<file path="src/bbmg_pkg.sv">
// ----------------------------------------------------------------------------
// bbmg_pkg
// Shared widths, codes, types and the corner table of the brick box mesh
// generator.
// ----------------------------------------------------------------------------
package bbmg_pkg;

    // field widths
    localparam int DIM_W     = 11;               // volume sizes, edge, counts, coords
    localparam int CELL_W    = 11;               // cell position of an input word
    localparam int CRD_W     = CELL_W + 1;       // cell plus corner offset
    localparam int IDX_W     = 31;               // vertex index
    localparam int STRZ_W    = 2 * DIM_W - 1;    // (bx+1)*(by+1) fits 21 bits
    localparam int REG_IDX_W = 2;
    localparam int STEP_W    = $clog2(DIM_W);

    localparam int MAX_VOLUME_DIM    = 1024;
    localparam int INDICES_PER_BRICK = 36;
    localparam int K_W               = $clog2(INDICES_PER_BRICK);

    localparam logic [DIM_W-1:0] MAX_DIM      = DIM_W'(MAX_VOLUME_DIM);
    localparam logic [DIM_W-1:0] VOLUME_RESET = DIM_W'(1);
    localparam logic [DIM_W-1:0] EDGE_RESET   = DIM_W'(32);
    localparam logic [K_W-1:0]   K_LAST       = K_W'(INDICES_PER_BRICK - 1);

    // configuration register indexes
    typedef enum logic [REG_IDX_W-1:0] {
        REG_VOLUME_X,
        REG_VOLUME_Y,
        REG_VOLUME_Z,
        REG_BRICK_EDGE
    } reg_index_t;

    // input word actions
    localparam logic ACT_VERTEX = 1'b0;
    localparam logic ACT_BRICK  = 1'b1;

    // geometry unit states
    typedef enum logic [1:0] {
        GEO_IDLE,
        GEO_LOAD,
        GEO_DIV,
        GEO_MUL
    } geo_state_t;

    // grid geometry handed from the geometry unit to the mesh pipeline
    typedef struct packed {
        logic               busy;
        logic [DIM_W-1:0]   brick_len;
        logic [DIM_W-1:0]   dim_x;
        logic [DIM_W-1:0]   dim_y;
        logic [DIM_W-1:0]   dim_z;
        logic [DIM_W-1:0]   cnt_x;
        logic [DIM_W-1:0]   cnt_y;
        logic [DIM_W-1:0]   cnt_z;
        logic [DIM_W-1:0]   stride_y;
        logic [STRZ_W-1:0]  stride_z;
    } geom_t;

    // box corners of the 12 triangles: bit0 x at max, bit1 y at max, bit2 z at max
    localparam logic [2:0] CORNER_CODE [INDICES_PER_BRICK] = '{
        3'd5, 3'd1, 3'd3, 3'd5, 3'd3, 3'd7, 3'd7, 3'd3, 3'd2, 3'd7, 3'd2, 3'd6,
        3'd7, 3'd6, 3'd4, 3'd7, 3'd4, 3'd5, 3'd4, 3'd6, 3'd2, 3'd4, 3'd2, 3'd0,
        3'd4, 3'd0, 3'd1, 3'd4, 3'd1, 3'd5, 3'd0, 3'd2, 3'd3, 3'd0, 3'd3, 3'd1
    };

endpackage

</file>
<file path="src/bbmg_if.sv">
// ----------------------------------------------------------------------------
// bbmg_if
// Valid/ready channels of the brick box mesh generator: query words in,
// vertex words out.
// ----------------------------------------------------------------------------
interface bbmg_query_if;
    logic                        valid;
    logic                        ready;
    logic                        action;
    logic [bbmg_pkg::CELL_W-1:0] cell_x;
    logic [bbmg_pkg::CELL_W-1:0] cell_y;
    logic [bbmg_pkg::CELL_W-1:0] cell_z;

    modport source (output valid, action, cell_x, cell_y, cell_z, input ready);
    modport sink   (input valid, action, cell_x, cell_y, cell_z, output ready);
endinterface

interface bbmg_vertex_if;
    logic                        valid;
    logic                        ready;
    logic [bbmg_pkg::IDX_W-1:0]  vertex_index;
    logic [bbmg_pkg::DIM_W-1:0]  coord_x;
    logic [bbmg_pkg::DIM_W-1:0]  coord_y;
    logic [bbmg_pkg::DIM_W-1:0]  coord_z;
    logic                        bad_cell;
    logic                        last;

    modport source (output valid, vertex_index, coord_x, coord_y, coord_z, bad_cell, last,
                    input ready);
    modport sink   (input valid, vertex_index, coord_x, coord_y, coord_z, bad_cell, last,
                    output ready);
endinterface

</file>
<file path="src/bbmg_geom.sv">
// ----------------------------------------------------------------------------
// bbmg_geom
// Configuration registers and grid geometry: brick counts per axis by three
// bit-serial dividers, then the row and slice strides of the vertex grid.
// ----------------------------------------------------------------------------
module bbmg_geom
(
    input  logic                           clk,
    input  logic                           rst_n,
    input  logic                           cfg_we,
    input  logic [bbmg_pkg::REG_IDX_W-1:0] cfg_index,
    input  logic [bbmg_pkg::DIM_W-1:0]     cfg_data,
    output bbmg_pkg::geom_t                geo
);
    import bbmg_pkg::*;

    logic [DIM_W-1:0]   vol_x_reg;
    logic [DIM_W-1:0]   vol_y_reg;
    logic [DIM_W-1:0]   vol_z_reg;
    logic [DIM_W-1:0]   brick_reg;

    geo_state_t         state_reg;
    geo_state_t         state_next;
    logic [STEP_W-1:0]  step_reg;
    logic [DIM_W-1:0]   rem_reg [3];
    logic [DIM_W-1:0]   quo_reg [3];
    logic [DIM_W-1:0]   rem_next [3];
    logic [DIM_W-1:0]   quo_next [3];

    logic [DIM_W-1:0]   cnt_x_reg;
    logic [DIM_W-1:0]   cnt_y_reg;
    logic [DIM_W-1:0]   cnt_z_reg;
    logic [DIM_W-1:0]   stride_y_reg;
    logic [STRZ_W-1:0]  stride_z_reg;

    logic [DIM_W-1:0]   brick_len;
    logic [DIM_W-1:0]   dim_x;
    logic [DIM_W-1:0]   dim_y;
    logic [DIM_W-1:0]   dim_z;
    logic [DIM_W-1:0]   row_len;
    logic [DIM_W-1:0]   col_len;
    logic [2*DIM_W-1:0] slice_full;

    // configuration registers
    always_ff @(posedge clk or negedge rst_n)
    begin
        if (!rst_n)
        begin
            vol_x_reg <= VOLUME_RESET;
            vol_y_reg <= VOLUME_RESET;
            vol_z_reg <= VOLUME_RESET;
            brick_reg <= EDGE_RESET;
        end
        else if (cfg_we)
        begin
            case (reg_index_t'(cfg_index))
                REG_VOLUME_X:   vol_x_reg <= cfg_data;
                REG_VOLUME_Y:   vol_y_reg <= cfg_data;
                REG_VOLUME_Z:   vol_z_reg <= cfg_data;
                REG_BRICK_EDGE: brick_reg <= cfg_data;
                default:        ;
            endcase
        end
    end

    // zero edge acts as one, oversized volumes saturate
    assign brick_len = (brick_reg == '0) ? DIM_W'(1) : brick_reg;
    assign dim_x     = (vol_x_reg > MAX_DIM) ? MAX_DIM : vol_x_reg;
    assign dim_y     = (vol_y_reg > MAX_DIM) ? MAX_DIM : vol_y_reg;
    assign dim_z     = (vol_z_reg > MAX_DIM) ? MAX_DIM : vol_z_reg;

    // one restoring division step per axis
    always_comb
    begin
        logic [DIM_W:0] trial;
        logic [DIM_W:0] diff;
        logic           ge;
        for (int a = 0; a < 3; a++)
        begin
            trial       = {rem_reg[a], quo_reg[a][DIM_W-1]};
            diff        = trial - {1'b0, brick_len};
            ge          = (trial >= {1'b0, brick_len});
            rem_next[a] = ge ? diff[DIM_W-1:0] : trial[DIM_W-1:0];
            quo_next[a] = {quo_reg[a][DIM_W-2:0], ge};
        end
    end

    // state register
    always_ff @(posedge clk or negedge rst_n)
    begin
        if (!rst_n)
            state_reg <= GEO_IDLE;
        else
            state_reg <= state_next;
    end

    // next state
    always_comb
    begin
        state_next = state_reg;
        case (state_reg)
            GEO_IDLE: state_next = GEO_IDLE;
            GEO_LOAD: state_next = GEO_DIV;
            GEO_DIV:
            begin
                if (step_reg == STEP_W'(DIM_W - 1))
                    state_next = GEO_MUL;
            end
            GEO_MUL:  state_next = GEO_IDLE;
            default:  state_next = GEO_IDLE;
        endcase
        if (cfg_we)
            state_next = GEO_LOAD;
    end

    // divider datapath
    always_ff @(posedge clk)
    begin
        case (state_reg)
            GEO_LOAD:
            begin
                step_reg   <= '0;
                rem_reg[0] <= '0;
                rem_reg[1] <= '0;
                rem_reg[2] <= '0;
                quo_reg[0] <= dim_x;
                quo_reg[1] <= dim_y;
                quo_reg[2] <= dim_z;
            end
            GEO_DIV:
            begin
                step_reg <= step_reg + STEP_W'(1);
                for (int a = 0; a < 3; a++)
                begin
                    rem_reg[a] <= rem_next[a];
                    quo_reg[a] <= quo_next[a];
                end
            end
            default: ;
        endcase
    end

    // strides of the vertex grid
    assign row_len    = quo_reg[0] + DIM_W'(1);
    assign col_len    = quo_reg[1] + DIM_W'(1);
    assign slice_full = {{DIM_W{1'b0}}, row_len} * {{DIM_W{1'b0}}, col_len};

    always_ff @(posedge clk or negedge rst_n)
    begin
        if (!rst_n)
        begin
            cnt_x_reg    <= '0;
            cnt_y_reg    <= '0;
            cnt_z_reg    <= '0;
            stride_y_reg <= DIM_W'(1);
            stride_z_reg <= STRZ_W'(1);
        end
        else if (state_reg == GEO_MUL)
        begin
            cnt_x_reg    <= quo_reg[0];
            cnt_y_reg    <= quo_reg[1];
            cnt_z_reg    <= quo_reg[2];
            stride_y_reg <= row_len;
            stride_z_reg <= slice_full[STRZ_W-1:0];
        end
    end

    assign geo.busy      = (state_reg != GEO_IDLE) || cfg_we;
    assign geo.brick_len = brick_len;
    assign geo.dim_x     = dim_x;
    assign geo.dim_y     = dim_y;
    assign geo.dim_z     = dim_z;
    assign geo.cnt_x     = cnt_x_reg;
    assign geo.cnt_y     = cnt_y_reg;
    assign geo.cnt_z     = cnt_z_reg;
    assign geo.stride_y  = stride_y_reg;
    assign geo.stride_z  = stride_z_reg;

endmodule

</file>
<file path="src/brick_box_mesh_generator.sv">
// ----------------------------------------------------------------------------
// brick_box_mesh_generator
// A vertex query word gives one vertex word; a brick query word gives 36
// vertex words, the 12 triangles of the brick's box, the last one marked.
// Query words outside the grid give a single word with bad_cell set. The
// output channel carries one word per cycle while vertex.ready is high; the
// next query is taken in the cycle the last word of the current one leaves
// the expander, and queries flow through the expander, a multiply stage and
// the output register. Every configuration write restarts the geometry unit,
// whose three bit-serial dividers and stride multiply hold off queries while
// they run.
// ----------------------------------------------------------------------------
module brick_box_mesh_generator
(
    input  logic                           clk,
    input  logic                           rst_n,
    bbmg_query_if.sink                     query,
    bbmg_vertex_if.source                  vertex,
    input  logic                           cfg_we,
    input  logic [bbmg_pkg::REG_IDX_W-1:0] cfg_index,
    input  logic [bbmg_pkg::DIM_W-1:0]     cfg_data
);
    import bbmg_pkg::*;

    geom_t geo;

    // expander stage
    logic              seq_valid_reg;
    logic              seq_act_reg;
    logic              seq_bad_reg;
    logic [CELL_W-1:0] seq_x_reg;
    logic [CELL_W-1:0] seq_y_reg;
    logic [CELL_W-1:0] seq_z_reg;
    logic [K_W-1:0]    seq_k_reg;

    // multiply stage
    logic              s1_valid_reg;
    logic              s1_bad_reg;
    logic              s1_last_reg;
    logic [CRD_W-1:0]  s1_x_reg;
    logic [IDX_W-1:0]  s1_pz_reg;
    logic [IDX_W-1:0]  s1_py_reg;
    logic [DIM_W-1:0]  s1_cx_reg;
    logic [DIM_W-1:0]  s1_cy_reg;
    logic [DIM_W-1:0]  s1_cz_reg;
    logic              s1_ex_reg;
    logic              s1_ey_reg;
    logic              s1_ez_reg;

    // output stage
    logic              s2_valid_reg;
    logic [IDX_W-1:0]  s2_index_reg;
    logic [DIM_W-1:0]  s2_cx_reg;
    logic [DIM_W-1:0]  s2_cy_reg;
    logic [DIM_W-1:0]  s2_cz_reg;
    logic              s2_bad_reg;
    logic              s2_last_reg;

    logic              accept;
    logic              bad_in;
    logic              out_ready;
    logic              s1_ready;
    logic              seq_fire;
    logic              seq_last;
    logic [2:0]        code;
    logic [CRD_W-1:0]  ex_x;
    logic [CRD_W-1:0]  ex_y;
    logic [CRD_W-1:0]  ex_z;

    logic [CRD_W+STRZ_W-1:0] pz_full;
    logic [CRD_W+DIM_W-1:0]  py_full;
    logic [CRD_W+DIM_W-1:0]  cx_full;
    logic [CRD_W+DIM_W-1:0]  cy_full;
    logic [CRD_W+DIM_W-1:0]  cz_full;
    logic [IDX_W-1:0]        index_sum;

    bbmg_geom u_geom
    (
        .clk       (clk),
        .rst_n     (rst_n),
        .cfg_we    (cfg_we),
        .cfg_index (cfg_index),
        .cfg_data  (cfg_data),
        .geo       (geo)
    );

    // stage handshake
    assign out_ready = !s2_valid_reg || vertex.ready;
    assign s1_ready  = !s1_valid_reg || out_ready;
    assign seq_last  = seq_bad_reg || (seq_act_reg == ACT_VERTEX) || (seq_k_reg == K_LAST);
    assign seq_fire  = seq_valid_reg && s1_ready;

    assign query.ready = !geo.busy && (!seq_valid_reg || (s1_ready && seq_last));
    assign accept      = query.valid && query.ready;

    // grid range check of the incoming word
    always_comb
    begin
        if (query.action == ACT_BRICK)
            bad_in = (query.cell_x >= geo.cnt_x) || (query.cell_y >= geo.cnt_y)
                     || (query.cell_z >= geo.cnt_z);
        else
            bad_in = (query.cell_x > geo.cnt_x) || (query.cell_y > geo.cnt_y)
                     || (query.cell_z > geo.cnt_z);
    end

    // expander control
    always_ff @(posedge clk or negedge rst_n)
    begin
        if (!rst_n)
        begin
            seq_valid_reg <= 1'b0;
            seq_k_reg     <= '0;
        end
        else if (accept)
        begin
            seq_valid_reg <= 1'b1;
            seq_k_reg     <= '0;
        end
        else if (seq_fire)
        begin
            if (seq_last)
                seq_valid_reg <= 1'b0;
            else
                seq_k_reg <= seq_k_reg + K_W'(1);
        end
    end

    // expander payload
    always_ff @(posedge clk)
    begin
        if (accept)
        begin
            seq_act_reg <= query.action;
            seq_bad_reg <= bad_in;
            seq_x_reg   <= query.cell_x;
            seq_y_reg   <= query.cell_y;
            seq_z_reg   <= query.cell_z;
        end
    end

    // corner of the current triangle vertex
    assign code = (seq_act_reg == ACT_BRICK) ? CORNER_CODE[seq_k_reg] : 3'd0;
    assign ex_x = {1'b0, seq_x_reg} + CRD_W'(code[0]);
    assign ex_y = {1'b0, seq_y_reg} + CRD_W'(code[1]);
    assign ex_z = {1'b0, seq_z_reg} + CRD_W'(code[2]);

    // index terms and coordinates
    assign pz_full = {{STRZ_W{1'b0}}, ex_z} * {{CRD_W{1'b0}}, geo.stride_z};
    assign py_full = {{DIM_W{1'b0}}, ex_y} * {{CRD_W{1'b0}}, geo.stride_y};
    assign cx_full = {{DIM_W{1'b0}}, ex_x} * {{CRD_W{1'b0}}, geo.brick_len};
    assign cy_full = {{DIM_W{1'b0}}, ex_y} * {{CRD_W{1'b0}}, geo.brick_len};
    assign cz_full = {{DIM_W{1'b0}}, ex_z} * {{CRD_W{1'b0}}, geo.brick_len};

    always_ff @(posedge clk or negedge rst_n)
    begin
        if (!rst_n)
            s1_valid_reg <= 1'b0;
        else if (s1_ready)
            s1_valid_reg <= seq_valid_reg;
    end

    always_ff @(posedge clk)
    begin
        if (seq_fire)
        begin
            s1_bad_reg  <= seq_bad_reg;
            s1_last_reg <= seq_last;
            s1_x_reg    <= ex_x;
            s1_pz_reg   <= pz_full[IDX_W-1:0];
            s1_py_reg   <= IDX_W'(py_full);
            s1_cx_reg   <= cx_full[DIM_W-1:0];
            s1_cy_reg   <= cy_full[DIM_W-1:0];
            s1_cz_reg   <= cz_full[DIM_W-1:0];
            s1_ex_reg   <= (ex_x == {1'b0, geo.cnt_x});
            s1_ey_reg   <= (ex_y == {1'b0, geo.cnt_y});
            s1_ez_reg   <= (ex_z == {1'b0, geo.cnt_z});
        end
    end

    // sum of index terms, last grid line clamps to the volume
    assign index_sum = s1_pz_reg + s1_py_reg + IDX_W'(s1_x_reg);

    always_ff @(posedge clk or negedge rst_n)
    begin
        if (!rst_n)
            s2_valid_reg <= 1'b0;
        else if (out_ready)
            s2_valid_reg <= s1_valid_reg;
    end

    always_ff @(posedge clk)
    begin
        if (s1_valid_reg && out_ready)
        begin
            s2_bad_reg  <= s1_bad_reg;
            s2_last_reg <= s1_last_reg;
            if (s1_bad_reg)
            begin
                s2_index_reg <= '0;
                s2_cx_reg    <= '0;
                s2_cy_reg    <= '0;
                s2_cz_reg    <= '0;
            end
            else
            begin
                s2_index_reg <= index_sum;
                s2_cx_reg    <= s1_ex_reg ? geo.dim_x : s1_cx_reg;
                s2_cy_reg    <= s1_ey_reg ? geo.dim_y : s1_cy_reg;
                s2_cz_reg    <= s1_ez_reg ? geo.dim_z : s1_cz_reg;
            end
        end
    end

    // output word
    assign vertex.valid        = s2_valid_reg;
    assign vertex.vertex_index = s2_index_reg;
    assign vertex.coord_x      = s2_cx_reg;
    assign vertex.coord_y      = s2_cy_reg;
    assign vertex.coord_z      = s2_cz_reg;
    assign vertex.bad_cell     = s2_bad_reg;
    assign vertex.last         = s2_last_reg;

    // no query taken while the geometry is being recomputed
    a_no_accept_busy: assert property (@(posedge clk) disable iff (!rst_n)
        accept |-> !geo.busy)
        else $error("query accepted during geometry update");

    // triangle counter stays inside the corner table
    a_k_range: assert property (@(posedge clk) disable iff (!rst_n)
        seq_valid_reg |-> (seq_k_reg <= K_LAST))
        else $error("corner counter out of range");

    // a flagged word is the only word of its query and carries zeros
    a_bad_word: assert property (@(posedge clk) disable iff (!rst_n)
        (vertex.valid && vertex.bad_cell) |->
            (vertex.last && (vertex.vertex_index == '0) && (vertex.coord_x == '0)))
        else $error("bad cell word malformed");

    // a brick query walks its corners one step per emitted word
    a_k_step: assert property (@(posedge clk) disable iff (!rst_n)
        (seq_fire && !seq_last && !accept) |=> (seq_k_reg == $past(seq_k_reg) + K_W'(1)))
        else $error("corner counter skipped");

endmodule
</file>
<file path="src/flat_wrapper.sv">
// flat-port wrapper written by rule: the top's interface ports become plain ports
module brick_box_mesh_generator_flat import bbmg_pkg::*;
  (clk, rst_n, cfg_we, cfg_index, cfg_data, query_valid, query_action, query_cell_x, query_cell_y, query_cell_z, query_ready, vertex_valid, vertex_vertex_index, vertex_coord_x, vertex_coord_y, vertex_coord_z, vertex_bad_cell, vertex_last, vertex_ready);
  bbmg_query_if query_i ();
  bbmg_vertex_if vertex_i ();
  input  logic clk;
  input  logic rst_n;
  input  logic cfg_we;
  input  logic [bbmg_pkg::REG_IDX_W-1:0] cfg_index;
  input  logic [bbmg_pkg::DIM_W-1:0] cfg_data;
  input wire logic [$bits(query_i.valid)-1:0] query_valid;
  input wire logic [$bits(query_i.action)-1:0] query_action;
  input wire logic [$bits(query_i.cell_x)-1:0] query_cell_x;
  input wire logic [$bits(query_i.cell_y)-1:0] query_cell_y;
  input wire logic [$bits(query_i.cell_z)-1:0] query_cell_z;
  output wire logic [$bits(query_i.ready)-1:0] query_ready;
  output wire logic [$bits(vertex_i.valid)-1:0] vertex_valid;
  output wire logic [$bits(vertex_i.vertex_index)-1:0] vertex_vertex_index;
  output wire logic [$bits(vertex_i.coord_x)-1:0] vertex_coord_x;
  output wire logic [$bits(vertex_i.coord_y)-1:0] vertex_coord_y;
  output wire logic [$bits(vertex_i.coord_z)-1:0] vertex_coord_z;
  output wire logic [$bits(vertex_i.bad_cell)-1:0] vertex_bad_cell;
  output wire logic [$bits(vertex_i.last)-1:0] vertex_last;
  input wire logic [$bits(vertex_i.ready)-1:0] vertex_ready;
  assign query_i.valid = query_valid;
  assign query_i.action = query_action;
  assign query_i.cell_x = query_cell_x;
  assign query_i.cell_y = query_cell_y;
  assign query_i.cell_z = query_cell_z;
  assign query_ready = query_i.ready;
  assign vertex_valid = vertex_i.valid;
  assign vertex_vertex_index = vertex_i.vertex_index;
  assign vertex_coord_x = vertex_i.coord_x;
  assign vertex_coord_y = vertex_i.coord_y;
  assign vertex_coord_z = vertex_i.coord_z;
  assign vertex_bad_cell = vertex_i.bad_cell;
  assign vertex_last = vertex_i.last;
  assign vertex_i.ready = vertex_ready;
  brick_box_mesh_generator u_core (.clk(clk), .rst_n(rst_n), .query(query_i), .vertex(vertex_i), .cfg_we(cfg_we), .cfg_index(cfg_index), .cfg_data(cfg_data));
endmodule
</file>
<file path="config.mk">
export PLATFORM = sky130hd
export DESIGN_NAME = brick_box_mesh_generator_flat
export DESIGN_NICKNAME = d
export VERILOG_FILES = /design/src/bbmg_pkg.sv /design/src/bbmg_if.sv /design/src/bbmg_geom.sv /design/src/brick_box_mesh_generator.sv /design/src/flat_wrapper.sv
export SDC_FILE = /design/constraint.sdc
export NUM_CORES = 2
export LEC_CHECK = 0
export BUFFER_PORTS_ARGS = -buffer_cell sky130_fd_sc_hd__buf_2
export CORE_ASPECT_RATIO = 2
export CORE_MARGIN = 8
export CORE_UTILIZATION = 70
export DETAILED_ROUTE_END_ITERATION = 8
export PLACE_DENSITY = 0.88
export RECOVER_POWER = 100
export SYNTH_ARGS = -nofsm -noshare
export SYNTH_HDL_FRONTEND = slang
export SYNTH_SLANG_ARGS = --single-unit
export TNS_END_PERCENT = 100
</file>
<file path="constraint.sdc">
create_clock -name clk -period 18 [get_ports clk]
set_input_delay 0.9 -clock clk [delete_from_list [all_inputs] [get_ports clk]]
set_output_delay 0.9 -clock clk [all_outputs]
set_load 0.02 [all_outputs]
</file>
==> impl_metrics.json <==
{
  "tightest_slew_ps": 4152,
  "setup_viol": 0,
  "place_congestion": 0.9646,
  "setup_tns_ps": 0,
  "area_delta_synth_final_pct": 5.658,
  "route.vias.total": 31220,
  "floorplan.rows": 125,
  "cts_tree": "built",
  "antenna_found_initial": 9,
  "min_path_type": "flip-flop to flip-flop",
  "syn-num-nets": 5086,
  "finalHoldViolations": 0,
  "drc": 0,
  "die_w_um": 187.4,
  "syn_area_um2": 41130,
  "ant_nets": 0,
  "htree_levels": 2,
  "cts.sinks": 395,
  "violations": "max-capacitance violations, max-slew violations",
  "crit_top_cell": "fa_1",
  "synth.distinct_cells": 78,
  "cpLargestDelayFamily": "adder cells",
  "async_flop_share_pct": 30.38,
  "holdCritStartpoint": "u_core.s1_last_reg$_DFFE_PP_",
  "core_area_um2": 58180,
  "layout_common_cells": "inv_1, nand2_1, fa_1",
  "grt-ovfl-total": 0,
  "grt_pass1_wl_um": 178900,
  "outcome": "finished with violations",
  "routed_via_density": 6.222,
  "firstDrtPassIters": 8,
  "clkLatencyLatePin_ps": 580,
  "die_h_um": 358.8,
  "arrival_ps": 10990,
  "layout.nets": 5120,
  "post_cts_buffers": 0,
  "cts_hold_buf": 0,
  "finClkSkew_ps": 29.24,
  "relSlewSlack_pct": -176.8,
  "initial_core_util_pct": 70.70,
  "period_minus_slack_ps": 10700,
  "cts_buffers": 38,
  "synth_edf_count": 275,
  "max_cap_violations": 13,
  "layout_commonest_cell": "inv_1",
  "ctsResizeCount": 0,
  "multi_input_area_um2": 26720,
  "finalMaxSlewViolations": 721,
  "ios": 120,
  "clk_path_buf_depth": 3,
  "grt_max_degree": 100,
  "fp.dieArea_um2": 67240,
  "cp_num_buf_inv": 4,
  "clk_pin_slew_worst_paths_ps": 70,
  "drive_gt1_share_pct": 4.400,
  "startpoint": "u_core.seq_k_reg[0]$_DFFE_PN0P_",
  "fmax_mhz": 93.46,
  "syn_area_per_cell_um2": 9.824,
  "port_buffers": 119,
  "cp.required_ps": 18290,
  "cp_slowest_cell": "xnor2_1",
  "synth_ff_type": "edfxtp_1",
  "seqCellArea_um2": 11270,
  "wl_um": 113000,
  "grt_usage_pct": 34.12,
  "critical_path.startpoint_type": "flip-flop",
  "first_global_vias": 34340,
  "r2r-start": "u_core.seq_k_reg[0]$_DFFE_PN0P_",
  "hpwl_um": 84950,
  "slowest_delay_ps": 2160,
  "ys_warn_count": 0,
  "clockRootBuffer": "clkbuf_16",
  "synthCells": 4187,
  "wl_per_cell_um": 22.52,
  "rsz0062_at_grt": "false",
  "path_class": "flip-flop to flip-flop",
  "drtIter0Drc": 2484,
  "yosysSeqAreaShare_pct": 27.40,
  "worst-path-max-fanout": 29,
  "period_share_pct": 59.44,
  "ys_seq_elements": 395,
  "nFillCells": 3900,
  "crit_path_end_kind": "flip-flop"
}
==> worst reg2reg max path: cells and delay by family, from the launching register on <==
| kind | cells | cell delay, ps |
|---|---|---|
| buffers and inverters | 4 | 270 |
| and+or+nand+nor | 5 | 1420 |
| DFF | 1 | 530 |
| adders and majority gates | 9 | 3910 |
| AOI/OAI and AO/OA | 9 | 1940 |
| xor gates and xnor gates | 2 | 2350 |
==> final cells by class <==
class                      instances  share of cell area [%]
timing repair buffer             165                   1.693
inverter                         666                   5.752
antenna                            6                 0.03455
tap                              762                   2.194
clock buffer                      51                   2.418
sequential                       395                   25.93
multi-input combinational       2955                   61.48
clock inverter                    18                  0.5010
==> synth_stat cells, drive strengths merged (17+ instances only) <==
cell type,number,area (um2)
inv,666,2500
nand2,512,1922
fa,463,9269
ha,384,4805
edfxtp,275,8258
and2,262,1639
xnor2,208,1822
nor2,181,679.4
clkbuf,161,604.3
a21oi,122,614.3
o21ai,122,610.6
dfrtp,114,2853
nand2b,88,550.5
mux2,68,765.7
nor2b,68,427.9
xor2,63,551.8
nand3,46,230.2
a21o,43,322.8
mux2i,34,340.3
nand3b,33,247.7
nor3,30,150.1
o21a,30,225.2
nand4,24,150.1
a211oi,20,155.1
o21bai,17,131.4
==> final timing paths <==
path | endpoint | slack, ps | cells after the start
setup / recovery | u_core.s1_pz_reg[30]$_DFFE_PP_ | 7300 | 29
hold / removal | u_core.vertex.last$_DFFE_PP_ | 430 | 0
setup reg to reg | u_core.s1_pz_reg[30]$_DFFE_PP_ | 7300 | 29
hold reg to reg | u_core.vertex.last$_DFFE_PP_ | 430 | 0
max in group asynchronous | u_core.u_geom.cnt_x_reg[7]$_DFFE_PN0N_ | 11910 | 2
min in group asynchronous | u_core.u_geom.state_reg[0]$_DFFE_PN0P_ | 1400 | 1
==> logic make-up after synthesis <==
group                      after synthesis  share of synthesized area (%)
buffers and inverters                  837                          7.660
AOI/OAI and AO/OA                      436                          6.756
and+or+nand+nor                       1299                          15.51
DFF                                    395                          27.40
xor gates and xnor gates               271                          5.771
adders and majority gates              847                          34.22
muxes                                  102                          2.689
==> through the flow <==
stage / utilization (%) / instance area, um2 / cells / worst slack, ps / hold slack (ps)
floorplan: - / 41130 / 4187 / 10510 / 400.3
global placement: 72.99 / 42470 / 4943 / 9092 / 423.3
detailed placement: 72.99 / 42470 / 4943 / 8752 / 428.9
CTS: 75.17 / 43730 / 5012 / 8710 / 414.3
global route: 74.68 / 43450 / 5014 / 6681 / 437.7
finish: 74.70 / 43460 / 5018 / 7300 / 433.3
==> per-layer routing <==
layer | up-vias | part of all wire (%) | track usage [%]
li1 | 13440 | - | -
met1 | 15210 | 31 | 33.99
met2 | 1808 | 49 | 58.71
met3 | 754 | 9.0 | 7.117
met4 | 10 | 11 | 31.46
met5 | - | 0.061 | 0
Power is not shown: default switching activity piles up to over one toggle a cycle in this logic, so the estimate is an artifact.
